[config.mk]
export PLATFORM = sky130hd
export DESIGN_NAME = lru_voice_allocator_core
export DESIGN_NICKNAME = d
export VERILOG_FILES = /design/src/hw/rtl/lva_pkg.sv /design/src/hw/rtl/lva_store.sv /design/src/hw/rtl/lru_voice_allocator_core.sv
export SDC_FILE = /design/constraint.sdc
export NUM_CORES = 1
export LEC_CHECK = 0
export BUFFER_PORTS_ARGS = -buffer_cell sky130_fd_sc_hd__buf_4
export CORE_MARGIN = 8
export CORE_UTILIZATION = 35
export DETAILED_ROUTE_END_ITERATION = 10
export SLEW_MARGIN = 20
export SYNTH_ARGS = -nofsm -noshare
export SYNTH_HDL_FRONTEND = slang
export SYNTH_SLANG_ARGS = --single-unit
[constraint.sdc]
create_clock -name clk_i -period 3.6 [get_ports clk_i]
set_input_delay 0.36 -clock clk_i [delete_from_list [all_inputs] [get_ports clk_i]]
set_output_delay 0.36 -clock clk_i [all_outputs]
set_load 0.01 [all_outputs]
[src/hw/rtl/lva_pkg.sv]
// Shared types and constants of the LRU voice allocator.
package lva_pkg;

  localparam int unsigned DEF_MAX_VOICES = 16;
  localparam int unsigned RESET_VOICES   = 16;
  localparam int unsigned VCNT_W         = 5;
  localparam int unsigned VOICE_IDX_W    = 4;
  localparam int unsigned KEY_W          = 7;
  localparam int unsigned VEL_W          = 7;

  typedef enum logic [1:0] {
    ST_IDLE,
    ST_KEY,
    ST_RANK,
    ST_PROMO
  } lva_state_e;

  // per-voice write command: gate and, optionally, a new key
  typedef struct packed {
    logic             en;
    logic             gate;
    logic             key_we;
    logic [KEY_W-1:0] key;
  } lva_vwr_t;

  // registered read of one voice
  typedef struct packed {
    logic [KEY_W-1:0] key;
    logic             key_valid;
    logic             gate;
  } lva_rd_t;

endpackage

[src/hw/rtl/lva_store.sv]
// Voice state store: key and rank memories plus valid and gate flag vectors.
module lva_store #(
  parameter int unsigned MAX_VOICES = lva_pkg::DEF_MAX_VOICES,
  localparam int unsigned IDX_W     = $clog2(MAX_VOICES)
) (
  input  logic                  clk_i,
  input  logic                  rst_ni,
  input  logic                  clear_i,
  input  logic                  rd_en_i,
  input  logic [IDX_W-1:0]      rd_addr_i,
  output lva_pkg::lva_rd_t      rd_o,
  output logic [IDX_W-1:0]      rank_rd_o,
  input  logic [IDX_W-1:0]      vwr_addr_i,
  input  lva_pkg::lva_vwr_t     vwr_i,
  input  logic                  rwr_en_i,
  input  logic [IDX_W-1:0]      rwr_addr_i,
  input  logic [IDX_W-1:0]      rwr_rank_i
);
  import lva_pkg::*;

  logic [KEY_W-1:0]      key_mem  [MAX_VOICES];
  logic [IDX_W-1:0]      rank_mem [MAX_VOICES];
  logic [MAX_VOICES-1:0] key_valid_q;
  logic [MAX_VOICES-1:0] gate_q;
  logic [MAX_VOICES-1:0] rank_vld_q;
  lva_rd_t               rd_q;
  logic [IDX_W-1:0]      rank_rd_q;

  // flag vectors; an unwritten rank reads as its own index
  always_ff @(posedge clk_i or negedge rst_ni) begin
    if (!rst_ni) begin
      key_valid_q <= '0;
      gate_q      <= '0;
      rank_vld_q  <= '0;
    end else if (clear_i) begin
      key_valid_q <= '0;
      gate_q      <= '0;
      rank_vld_q  <= '0;
    end else begin
      if (vwr_i.en) begin
        gate_q[vwr_addr_i] <= vwr_i.gate;
        if (vwr_i.key_we) begin
          key_valid_q[vwr_addr_i] <= 1'b1;
        end
      end
      if (rwr_en_i) begin
        rank_vld_q[rwr_addr_i] <= 1'b1;
      end
    end
  end

  always_ff @(posedge clk_i) begin
    if (vwr_i.en && vwr_i.key_we) begin
      key_mem[vwr_addr_i] <= vwr_i.key;
    end
    if (rwr_en_i) begin
      rank_mem[rwr_addr_i] <= rwr_rank_i;
    end
  end

  always_ff @(posedge clk_i) begin
    if (rd_en_i) begin
      rd_q.key       <= key_mem[rd_addr_i];
      rd_q.key_valid <= key_valid_q[rd_addr_i];
      rd_q.gate      <= gate_q[rd_addr_i];
      rank_rd_q      <= rank_vld_q[rd_addr_i] ? rank_mem[rd_addr_i] : rd_addr_i;
    end
  end

  assign rd_o      = rd_q;
  assign rank_rd_o = rank_rd_q;

endmodule

[src/hw/rtl/lru_voice_allocator_core.sv]
// LRU polyphonic voice allocator: pass sequencer, shared rank comparator, result register.
// One transaction at a time. Busy after accept for the key pass alone on a note-off or
// a note-on of a held key, and for the key, rank and promote passes on a new allocation,
// every pass paced by the store's single registered read port (one voice per cycle).
// The result strobe is high in the first cycle after busy falls, none for an unheld note-off.
// Async active-low reset: gates and key valids cleared, ranks equal voice index, count 16
// (limited to MAX_VOICES). A voice-count write reinitializes the same state at once.
module lru_voice_allocator_core #(
  parameter int unsigned MAX_VOICES = lva_pkg::DEF_MAX_VOICES
) (
  input  logic                          clk_i,
  input  logic                          rst_ni,
  input  logic                          cfg_we_i,
  input  logic [lva_pkg::VCNT_W-1:0]    cfg_wdata_i,
  input  logic                          start,
  output logic                          busy,
  input  logic                          gate_i,
  input  logic [lva_pkg::KEY_W-1:0]     key_i,
  input  logic [lva_pkg::VEL_W-1:0]     velocity_i,
  output logic                          valid_o,
  output logic [lva_pkg::VOICE_IDX_W-1:0] voice_index_o,
  output logic                          gate_out_o,
  output logic [lva_pkg::KEY_W-1:0]     key_out_o,
  output logic [lva_pkg::VEL_W-1:0]     velocity_out_o,
  output logic                          stolen_o
);
  import lva_pkg::*;

  localparam int unsigned IDX_W = $clog2(MAX_VOICES);
  localparam int unsigned CNT_W = $clog2(MAX_VOICES + 1);
  localparam logic [CNT_W-1:0] CNT_MAX = CNT_W'(MAX_VOICES);
  localparam logic [CNT_W-1:0] CNT_RST =
    CNT_W'((RESET_VOICES > MAX_VOICES) ? MAX_VOICES : RESET_VOICES);

  lva_state_e       state_q, state_d;
  logic [CNT_W-1:0] cnt_q, cnt_d;
  logic [CNT_W-1:0] addr_q, addr_d;     // next voice to read
  logic             pv_q, pv_d;         // read data valid this cycle
  logic [IDX_W-1:0] pi_q, pi_d;         // voice index of that read data
  logic             gate_q, gate_d;
  logic [KEY_W-1:0] key_q, key_d;
  logic [VEL_W-1:0] vel_q, vel_d;
  logic             found_q, found_d;
  logic             any_free_q, any_free_d;
  logic             best_vld_q, best_vld_d;
  logic [IDX_W-1:0] chosen_q, chosen_d;
  logic [IDX_W-1:0] best_rank_q, best_rank_d;  // old rank of the chosen voice
  logic             stolen_q, stolen_d;

  logic             valid_q, valid_d;
  logic [IDX_W-1:0] o_idx_q, o_idx_d;
  logic             o_gate_q, o_gate_d;
  logic [KEY_W-1:0] o_key_q, o_key_d;
  logic [VEL_W-1:0] o_vel_q, o_vel_d;
  logic             o_stolen_q, o_stolen_d;

  // store interface
  logic             rd_en;
  lva_rd_t          rd;
  logic [IDX_W-1:0] rank_rd;
  lva_vwr_t         vwr;
  logic             rwr_en;
  logic [IDX_W-1:0] rwr_rank;

  // shared rank comparator: rank pass asks rank > best, promote pass asks old > rank
  logic [IDX_W-1:0] cmp_a, cmp_b;
  logic             cmp_gt;

  logic             scan_issue, pass_end, cand;
  logic [IDX_W+VOICE_IDX_W-1:0] idx_ext;

  lva_store #(
    .MAX_VOICES(MAX_VOICES)
  ) u_store (
    .clk_i      (clk_i),
    .rst_ni     (rst_ni),
    .clear_i    (cfg_we_i),
    .rd_en_i    (rd_en),
    .rd_addr_i  (addr_q[IDX_W-1:0]),
    .rd_o       (rd),
    .rank_rd_o  (rank_rd),
    .vwr_addr_i (chosen_q),
    .vwr_i      (vwr),
    .rwr_en_i   (rwr_en),
    .rwr_addr_i (pi_q),
    .rwr_rank_i (rwr_rank)
  );

  // voice-count write: 0 means one voice, large values saturate at MAX_VOICES
  always_comb begin
    cnt_d = cnt_q;
    if (cfg_we_i) begin
      if (cfg_wdata_i == '0) begin
        cnt_d = CNT_W'(1);
      end else if (32'(cfg_wdata_i) > 32'(MAX_VOICES)) begin
        cnt_d = CNT_MAX;
      end else begin
        cnt_d = CNT_W'(cfg_wdata_i);
      end
    end
  end

  assign cmp_a  = (state_q == ST_RANK) ? rank_rd : best_rank_q;
  assign cmp_b  = (state_q == ST_RANK) ? best_rank_q : rank_rd;
  assign cmp_gt = cmp_a > cmp_b;

  assign scan_issue = addr_q < cnt_q;
  assign pass_end   = !scan_issue && !pv_q;
  // on a steal every voice is a candidate, otherwise only released ones
  assign cand       = !any_free_q || !rd.gate;

  always_comb begin
    state_d     = state_q;
    addr_d      = addr_q;
    pv_d        = pv_q;
    pi_d        = pi_q;
    gate_d      = gate_q;
    key_d       = key_q;
    vel_d       = vel_q;
    found_d     = found_q;
    any_free_d  = any_free_q;
    best_vld_d  = best_vld_q;
    chosen_d    = chosen_q;
    best_rank_d = best_rank_q;
    stolen_d    = stolen_q;
    valid_d     = 1'b0;
    o_idx_d     = o_idx_q;
    o_gate_d    = o_gate_q;
    o_key_d     = o_key_q;
    o_vel_d     = o_vel_q;
    o_stolen_d  = o_stolen_q;
    rd_en       = 1'b0;
    vwr         = '0;
    rwr_en      = 1'b0;
    rwr_rank    = '0;

    // common scan walker for the three passes
    if (state_q != ST_IDLE) begin
      if (scan_issue) begin
        rd_en  = 1'b1;
        addr_d = addr_q + CNT_W'(1);
        pv_d   = 1'b1;
        pi_d   = addr_q[IDX_W-1:0];
      end else begin
        pv_d = 1'b0;
      end
    end

    unique case (state_q)
      ST_IDLE: begin
        if (start) begin
          gate_d     = gate_i;
          key_d      = key_i;
          vel_d      = velocity_i;
          addr_d     = '0;
          pv_d       = 1'b0;
          found_d    = 1'b0;
          any_free_d = 1'b0;
          state_d    = ST_KEY;
        end
      end

      ST_KEY: begin
        if (pv_q) begin
          if (!found_q && rd.key_valid && rd.key == key_q) begin
            found_d  = 1'b1;
            chosen_d = pi_q;
          end
          if (!rd.gate) begin
            any_free_d = 1'b1;
          end
        end
        if (pass_end) begin
          if (found_q) begin
            // held key: gate it on or off in place, ranks untouched
            vwr.en     = 1'b1;
            vwr.gate   = gate_q;
            valid_d    = 1'b1;
            o_idx_d    = chosen_q;
            o_gate_d   = gate_q;
            o_key_d    = key_q;
            o_vel_d    = gate_q ? vel_q : '0;
            o_stolen_d = 1'b0;
            state_d    = ST_IDLE;
          end else if (!gate_q) begin
            state_d = ST_IDLE;  // note-off for a key nobody holds
          end else begin
            addr_d     = '0;
            best_vld_d = 1'b0;
            state_d    = ST_RANK;
          end
        end
      end

      ST_RANK: begin
        if (pv_q && cand && (!best_vld_q || cmp_gt)) begin
          best_vld_d  = 1'b1;
          chosen_d    = pi_q;
          best_rank_d = rank_rd;
        end
        if (pass_end) begin
          stolen_d = !any_free_q;
          addr_d   = '0;
          state_d  = ST_PROMO;
        end
      end

      ST_PROMO: begin
        if (pv_q) begin
          if (pi_q == chosen_q) begin
            rwr_en   = 1'b1;
            rwr_rank = '0;
          end else if (cmp_gt) begin
            rwr_en   = 1'b1;
            rwr_rank = rank_rd + IDX_W'(1);
          end
        end
        if (pass_end) begin
          vwr.en     = 1'b1;
          vwr.gate   = 1'b1;
          vwr.key_we = 1'b1;
          vwr.key    = key_q;
          valid_d    = 1'b1;
          o_idx_d    = chosen_q;
          o_gate_d   = 1'b1;
          o_key_d    = key_q;
          o_vel_d    = vel_q;
          o_stolen_d = stolen_q;
          state_d    = ST_IDLE;
        end
      end

      default: state_d = ST_IDLE;
    endcase
  end

  always_ff @(posedge clk_i or negedge rst_ni) begin
    if (!rst_ni) begin
      state_q    <= ST_IDLE;
      cnt_q      <= CNT_RST;
      addr_q     <= '0;
      pv_q       <= 1'b0;
      found_q    <= 1'b0;
      any_free_q <= 1'b0;
      best_vld_q <= 1'b0;
      valid_q    <= 1'b0;
    end else begin
      state_q    <= state_d;
      cnt_q      <= cnt_d;
      addr_q     <= addr_d;
      pv_q       <= pv_d;
      found_q    <= found_d;
      any_free_q <= any_free_d;
      best_vld_q <= best_vld_d;
      valid_q    <= valid_d;
    end
  end

  // payload registers, no reset
  always_ff @(posedge clk_i) begin
    pi_q        <= pi_d;
    gate_q      <= gate_d;
    key_q       <= key_d;
    vel_q       <= vel_d;
    chosen_q    <= chosen_d;
    best_rank_q <= best_rank_d;
    stolen_q    <= stolen_d;
    o_idx_q     <= o_idx_d;
    o_gate_q    <= o_gate_d;
    o_key_q     <= o_key_d;
    o_vel_q     <= o_vel_d;
    o_stolen_q  <= o_stolen_d;
  end

  // voice index reported modulo the 4-bit field
  assign idx_ext        = {{VOICE_IDX_W{1'b0}}, o_idx_q};
  assign busy           = (state_q != ST_IDLE);
  assign valid_o        = valid_q;
  assign voice_index_o  = idx_ext[VOICE_IDX_W-1:0];
  assign gate_out_o     = o_gate_q;
  assign key_out_o      = o_key_q;
  assign velocity_out_o = o_vel_q;
  assign stolen_o       = o_stolen_q;

  // a result only ever follows the end of a pass
  a_result_after_pass: assert property (@(posedge clk_i) disable iff (!rst_ni)
    valid_q |-> $past(state_q) != ST_IDLE)
    else $error("result strobe without a finished transaction");

  // an accepted transaction makes the block busy
  a_accept_busy: assert property (@(posedge clk_i) disable iff (!rst_ni)
    (start && !busy) |=> busy)
    else $error("accepted transaction did not start a pass");

  // the voice being promoted lies inside the active set
  a_chosen_in_range: assert property (@(posedge clk_i) disable iff (!rst_ni)
    (state_q == ST_PROMO) |-> ({1'b0, chosen_q} < {1'b0, cnt_q}))
    else $error("chosen voice outside the active voices");

  // a steal is only ever reported for a note-on
  a_steal_gate: assert property (@(posedge clk_i) disable iff (!rst_ni)
    (valid_q && o_stolen_q) |-> o_gate_q)
    else $error("steal flagged on a note-off");

endmodule
# Word-level counts from Yosys, hierarchy flattened
# Memories as Yosys holds them, arrays and structs flattened. A register that Yosys moved wholly into a read port is not among the register bits.
# Cells that the tools add are included.
dict set report totals {
  register_bits 119
  out_inout_bits 22
  elab_cells 193
  input_bits 24
  ram_bits 176
  mem_count 2
}
dict set report classes {
  muxes 101
  bitwise 2
  n_addsub 2
  eq_ne 16
  reduce_logical 36
  magnitude_cmp 8
}
# memory words width rd rd_ports_with_merged_regs write_ports line_no
set memory_table {}
lappend memory_table {u_store.key_mem 16 7 1 1 1 lva_store.sv:21} ;# logic [KEY_W-1:0] key_mem [MAX_VOICES];
lappend memory_table {u_store.rank_mem 16 4 1 0 1 lva_store.sv:22} ;# logic [IDX_W-1:0] rank_mem [MAX_VOICES];
# op count
set ops {}
lappend ops {{16-bit two-way mux} 7}
lappend ops {{4-bit two-way mux} 13}
lappend ops {{7-bit two-way mux} 7}
lappend ops {{5-bit two-way mux} 9}
lappend ops {{1-bit two-way mux} 36}
lappend ops {{16-bit OR} 2}
lappend ops {{7-bit case mux with 2 select lines} 2}
lappend ops {{2-bit != test, second input constant} 10}
lappend ops {{4-bit AND reduction} 5}
lappend ops {{16-bit bitwise mux} 1}
lappend ops {{2-bit two-way mux} 8}
lappend ops {{4-bit case mux with 2 select lines} 2}
lappend ops {{4-bit by 5-bit less-than comparator with 1-bit output, second input constant} 3}
lappend ops {{5-bit case mux with 3 select lines} 1}
lappend ops {{2-bit nonzero test} 7}
lappend ops {{1-bit binary-select mux with 4-bit select} 3}
lappend ops {{1-bit case mux with 2 select lines} 6}
lappend ops {{10-bit two-way mux} 1}
lappend ops {{2-bit AND reduction} 5}
lappend ops {{1-bit demux with 4-bit select} 2}
lappend ops {{4-bit by 1-bit >= comparator with 1-bit output, second input constant} 2}
lappend ops {{1-bit logical AND} 8}
lappend ops {{8-bit two-way mux} 1}
lappend ops {{2-bit case mux with 4 select lines} 1}
lappend ops {{16 further kinds} 23}

# Depth between registers and ports, before layout
dict set report depth {
  word_depth 9
  mapped_depth 11
  ltp_nobuf 9
}

# Modules after synthesis
# From an unflattened synthesis, not the netlist that was laid out.
dict set report hier_totals {
  hier_cells 753
  area_unflattened_um2 12562.0
}
# module seq_area_each_um2 cells_per_inst n_inst area_per_inst_um2
set by_module_without_submodules {}
lappend by_module_without_submodules {lva_store 6876.6 530 1 9686.8}
lappend by_module_without_submodules {lru_voice_allocator_core 1868.0 223 1 2875.3}

# Worst setup path before layout
# Ideal clock, no wire load.
dict set report synth_timing {
  path_kind {reg-to-reg}
  start {reg cnt_q[4]}
  end {reg addr_q[4]}
  arrival_time_ps 2840
  path_buffers 0
  period_less_slack_ps 2922
  path_stages_with_launch 8
  setup_time_ps 83
  slack_ps 678
  cell_sequence {dfstp_2 inv_1 ha_1 or3_1 o211ai_1 nand4_1 mux2_2 o21ai_0}
}
dict set report synth_via {
  elab_chain_len 7
}
# item line_no
set synth_lines {}
lappend synth_lines {{start: declaration} lru_voice_allocator_core.sv:36} ;# logic [CNT_W-1:0] cnt_q, cnt_d;
lappend synth_lines {{start signal: assignment} lru_voice_allocator_core.sv:249} ;# cnt_q <= cnt_d;
lappend synth_lines {{5-bit less-than comparator *} lru_voice_allocator_core.sv:107} ;# assign scan_issue = addr_q < cnt_q;
lappend synth_lines {{5-bit two-way mux} lru_voice_allocator_core.sv:139} ;# if (scan_issue) begin
lappend synth_lines {{5-bit two-way mux} lru_voice_allocator_core.sv:138} ;# if (state_q != ST_IDLE) begin
lappend synth_lines {{5-bit two-way mux} lru_voice_allocator_core.sv:185} ;# end else if (!gate_q) begin
lappend synth_lines {{5-bit two-way mux} lru_voice_allocator_core.sv:174} ;# if (found_q) begin
lappend synth_lines {{5-bit two-way mux} lru_voice_allocator_core.sv:173} ;# if (pass_end) begin
lappend synth_lines {{5-bit case mux with 3 select lines *} lru_voice_allocator_core.sv:149} ;# unique case (state_q)
lappend synth_lines {{net addr_d[4]} lru_voice_allocator_core.sv:37} ;# logic [CNT_W-1:0] addr_q, addr_d;
lappend synth_lines {{end signal: assignment} lru_voice_allocator_core.sv:250} ;# addr_q <= addr_d;
lappend synth_lines {{end: declaration} lru_voice_allocator_core.sv:37}
# Mark *: on every way through the listed nets, which the timed path passes. The rest lies on a longest branch.
# A chain may end at the register's enable or synchronous reset.

# Final worst setup path
dict set report layout_timing {
  start {reg u_store.rank_rd_q[0], in the netlist u_store.rank_rd_o[0]}
  end {mem u_store.rank_mem[8][1] in the netlist's numbering (enable)}
}
dict set report layout_via {
  elab_chain_len 8
}
# item line_no
set layout_lines {}
lappend layout_lines {{start: declaration} lva_store.sv:27} ;# logic [IDX_W-1:0] rank_rd_q;
lappend layout_lines {{start signal: assignment} lva_store.sv:66} ;# rank_rd_q <= rank_vld_q[rd_addr_i] ? rank_mem[rd_addr_i] : rd_addr_i;
lappend layout_lines {{4-bit two-way mux (on tied branches)} {lru_voice_allocator_core.sv:103, lru_voice_allocator_core.sv:104}}
lappend layout_lines {{4-bit > comparator *} lru_voice_allocator_core.sv:105} ;# assign cmp_gt = cmp_a > cmp_b;
lappend layout_lines {{1-bit two-way mux *} lru_voice_allocator_core.sv:213} ;# end else if (cmp_gt) begin
lappend layout_lines {{1-bit two-way mux *} lru_voice_allocator_core.sv:210} ;# if (pi_q == chosen_q) begin
lappend layout_lines {{1-bit two-way mux *} lru_voice_allocator_core.sv:209} ;# if (pv_q) begin
lappend layout_lines {{1-bit two-way mux *} lru_voice_allocator_core.sv:149}
lappend layout_lines {{1-bit two-way mux *} lva_store.sv:56} ;# if (rwr_en_i) begin
lappend layout_lines {{1-bit two-way mux (not written as such) *} lva_store.sv:57} ;# rank_mem[rwr_addr_i] <= rwr_rank_i;
lappend layout_lines {{end: declaration} lva_store.sv:22}
# Every way passes the cells marked *; elsewhere a longest branch is shown, timed or not.

==> results.ini <==
[logic_synthesis]
synth_top_area_cell = edfxtp_1
synth.avg_cell_area_um2 = 16.92
syn_area_um2 = 12450
yosys_warnings = 0
synth_seq_cells = 302
syn_inst = 736
yosysMostFrequentCell = edfxtp_1
synthTopCellsByCount = 237 x edfxtp_1, 65 x mux4_2, 64 x dfrtp_1
synth_nets = 766
yosysSeqAreaShare_pct = 70.23
synth-async-reset-ratio_pct = 21.52
yosys-top-cells-area = edfxtp_1 57%, dfrtp_1 13%, mux4_2 12%
synth.top_cell.area_share_pct = 57.15
synthFlopType = edfxtp_1
synth_edf_count = 237
ys_types = 52

[sta]
fmax_mhz = 330.8
max_slew_margin_pct = 40.44
setup_ws_ns = 0.5774
rsz0062_at_grt = false
worstMarginPinSlew_ns = 0.8933
slew_violations = 0
min_period_ns = 3.023
fin_hold_ws_ns = 0.02877
period_share_pct = 83.96
hold_violations = 0
setup_viol = 0
fin_setup_tns_ns = 0
fin_skew_ns = 0.01287

[floorplan]
initial_core_util_pct = 35.26
die_area_um2 = 41870
die_w_um = 204.6
pin_count = 46
rows = 69
fp.dieH_um = 204.6
core_um2 = 35310

[layout]
stdcell_count = 1301
postLayoutCoreUtil_pct = 41.31
fill_cells = 3105
final_cell_area_um2 = 14590
ff_latch_area_um2 = 8750
drive_gt1_share_pct = 25.00
diodes = 0
area_growth_syn_to_layout_pct = 17.13
multi_input_area_um2 = 3448
nNetsFinal = 846

[worst_setup_path]
crit_slowest_cell = or3b_4
worstPathArrival_ns = 3.21
worstPathMaxFanout = 12
worstSetupStartpointType = flop
crit_path_frequent_cell = maj3_2
max_stage_delay_ns = 0.55
endpoint_kind = flop
critical-path-top-delay-family = simple AND/OR/NAND/NOR gates
crit_type = reg -> reg
crit_buf_inv = 0
required_ns = 3.79
crit_chain = nand2b_1 > maj3_2 > maj3_2 > o211a_1 > or3b_4 > nor3_1

[placement]
dpl.hpwl_um = 16870
place.gp.congestion = 0.7786
dp_slack_ns = 0.5806
dpl-instance-area_um2 = 13410
portBuffers = 45
dp.cells = 1229

[route]
drt-initial-drc-count = 414
first_pass_iters = 4
via_per_inst = 5.203
wl_per_cell_um = 19.86
antenna_left = 0
vias = 6769
detail_route.wirelength_um = 25840
drc = 0

[job]
cap_violations = 0

[global_routing]
antenna_found_initial = 0
track_usage_pct = 12.34
grt_pass1_vias = 7068
grt_first_pass_wirelength_um = 41290
grt_max_degree = 66
overflow = 0

[pwr]
finalPower_mw = 10.19
p_int_mw = 7.164
leakage_nw = 5.248
powerDensity_nw_per_um2 = 698.8
ir_worst_vdd_mv = 0.4447
clock_power_share_pct = 31.1
switching_share_pct = 29.71
seqPwrFrac_pct = 43.6
power_frac_comb_pct = 25.3
switching_power_mw = 3.028

[clocking]
clk_latency_ns = 0.55
clockRootBuffer = clkbuf_16
clock_path_buffers = 3
tritoncts = yes
clock_sinks = 302
cts-resized-gates = 0
cts_setup_buffers = 0
clk_pin_slew_ns = 0.07
cts_hold_buf = 16
numCtsBuffers = 30
htreeDepth = 1

[worst_hold_path]
holdCritPathClass = in -> reg

[status]
outcome = finished, final reports clean

worst reg2reg max path, stage by stage, from the launching register on:
cell	delay, ns
edfxtp_1	0.46
nand2b_1	0.19
maj3_2	0.31
maj3_2	0.31
o211a_1	0.34
or3b_4	0.55
nor3_1	0.51
cell usage in the layout (no fill, tap or decap), types with 7 or more instances in the layout:
cell,count
mux2i_1,7
xor2_1,8
nor2_1,29
buf_4,74
o21ai_0,22
nand2b_1,12
nor3_1,28
a21oi_1,12
and2_1,16
dlygate4sd3_1,16
mux4_2,65
o21a_1,23
nand2_1,33
nor2b_1,17
clkinv_2,7
clkbuf_16,31
a32o_1,11
or3_1,11
inv_1,19
edfxtp_1,237
o211ai_1,7
dfrtp_1,62
worst paths after layout:
| path | from | endpoint | slack (ns) | cells after the start |
|---|---|---|---|---|
| worst max-delay path | u_store.rank_rd_o[0] | u_store.rank_mem[8][1] | 0.58 | 6 |
| worst max register to register | u_store.rank_rd_o[0] | u_store.rank_mem[8][1] | 0.58 | 6 |
| worst min register to register | u_store.rank_vld_q[7] | u_store.rank_vld_q[7] | 0.48 | 1 |
| min in group asynchronous | rst_ni | cnt_q[1] | 0.44 | 2 |
| max in group asynchronous | rst_ni | addr_q[0] | 2.51 | 2 |
| worst min-delay path | cfg_wdata_i[1] | cnt_q[1] | 0.03 | 3 |
sequential cells by signal, indices dropped and copies added, names as in the netlist, 4 cells and up, named ones only:
register / count
chosen_q: 4
voice_index_o: 4
velocity_out_o: 7
u_store.key_valid_q: 16
u_store.rank_vld_q: 16
best_rank_q: 4
key_out_o: 7
u_store.rank_rd_o: 4
u_store.rd_o: 9
cnt_q: 5
addr_q: 5
u_store.gate_q: 16
pi_q: 4
u_store.rank_mem: 64
vel_q: 7
u_store.key_mem: 112
key_q: 7
kinds of logic after synthesis:
logic type               after synthesis  share of synthesized area, %
adder cells (fa/ha/maj)                8                        0.7837
AND/OR/NAND/NOR                      171                         7.144
buffers and inverters                 63                         2.080
AO/OA/AOI/OAI                        105                         6.371
XOR/XNOR                              14                        0.9847
multiplexers                          73                         12.41
flip-flops                           302                         70.23
metal layers:
metal	track usage, %	vias to the layer above	wire length (um)
li1	-	3044	-
met1	17.22	3510	11690
met3	1.692	36	1376
met5	0	-	0
met2	20.02	179	12270
met4	3.343	0	505
power groups by stage:
stage               logic [mW]  registers [mW]  clock network [mW]
floorplan                 1.85            4.45                   0
global placement          2.57            4.51                   0
detailed placement        2.60            4.52                   0
CTS                       2.62            4.45                3.25
global route              2.81            4.49                3.36
finish                    2.57            4.45                3.17
final cells by class:
type                       count  share of cell area, %
clock buffer                  39                  5.799
clock inverter                17                  1.167
inverter                      21                 0.5404
multi-input combinational    371                  23.64
sequential                   302                  59.99
tap                          461                  3.955
timing repair buffer          90                  4.907
Power figures use the tool's default switching activity.
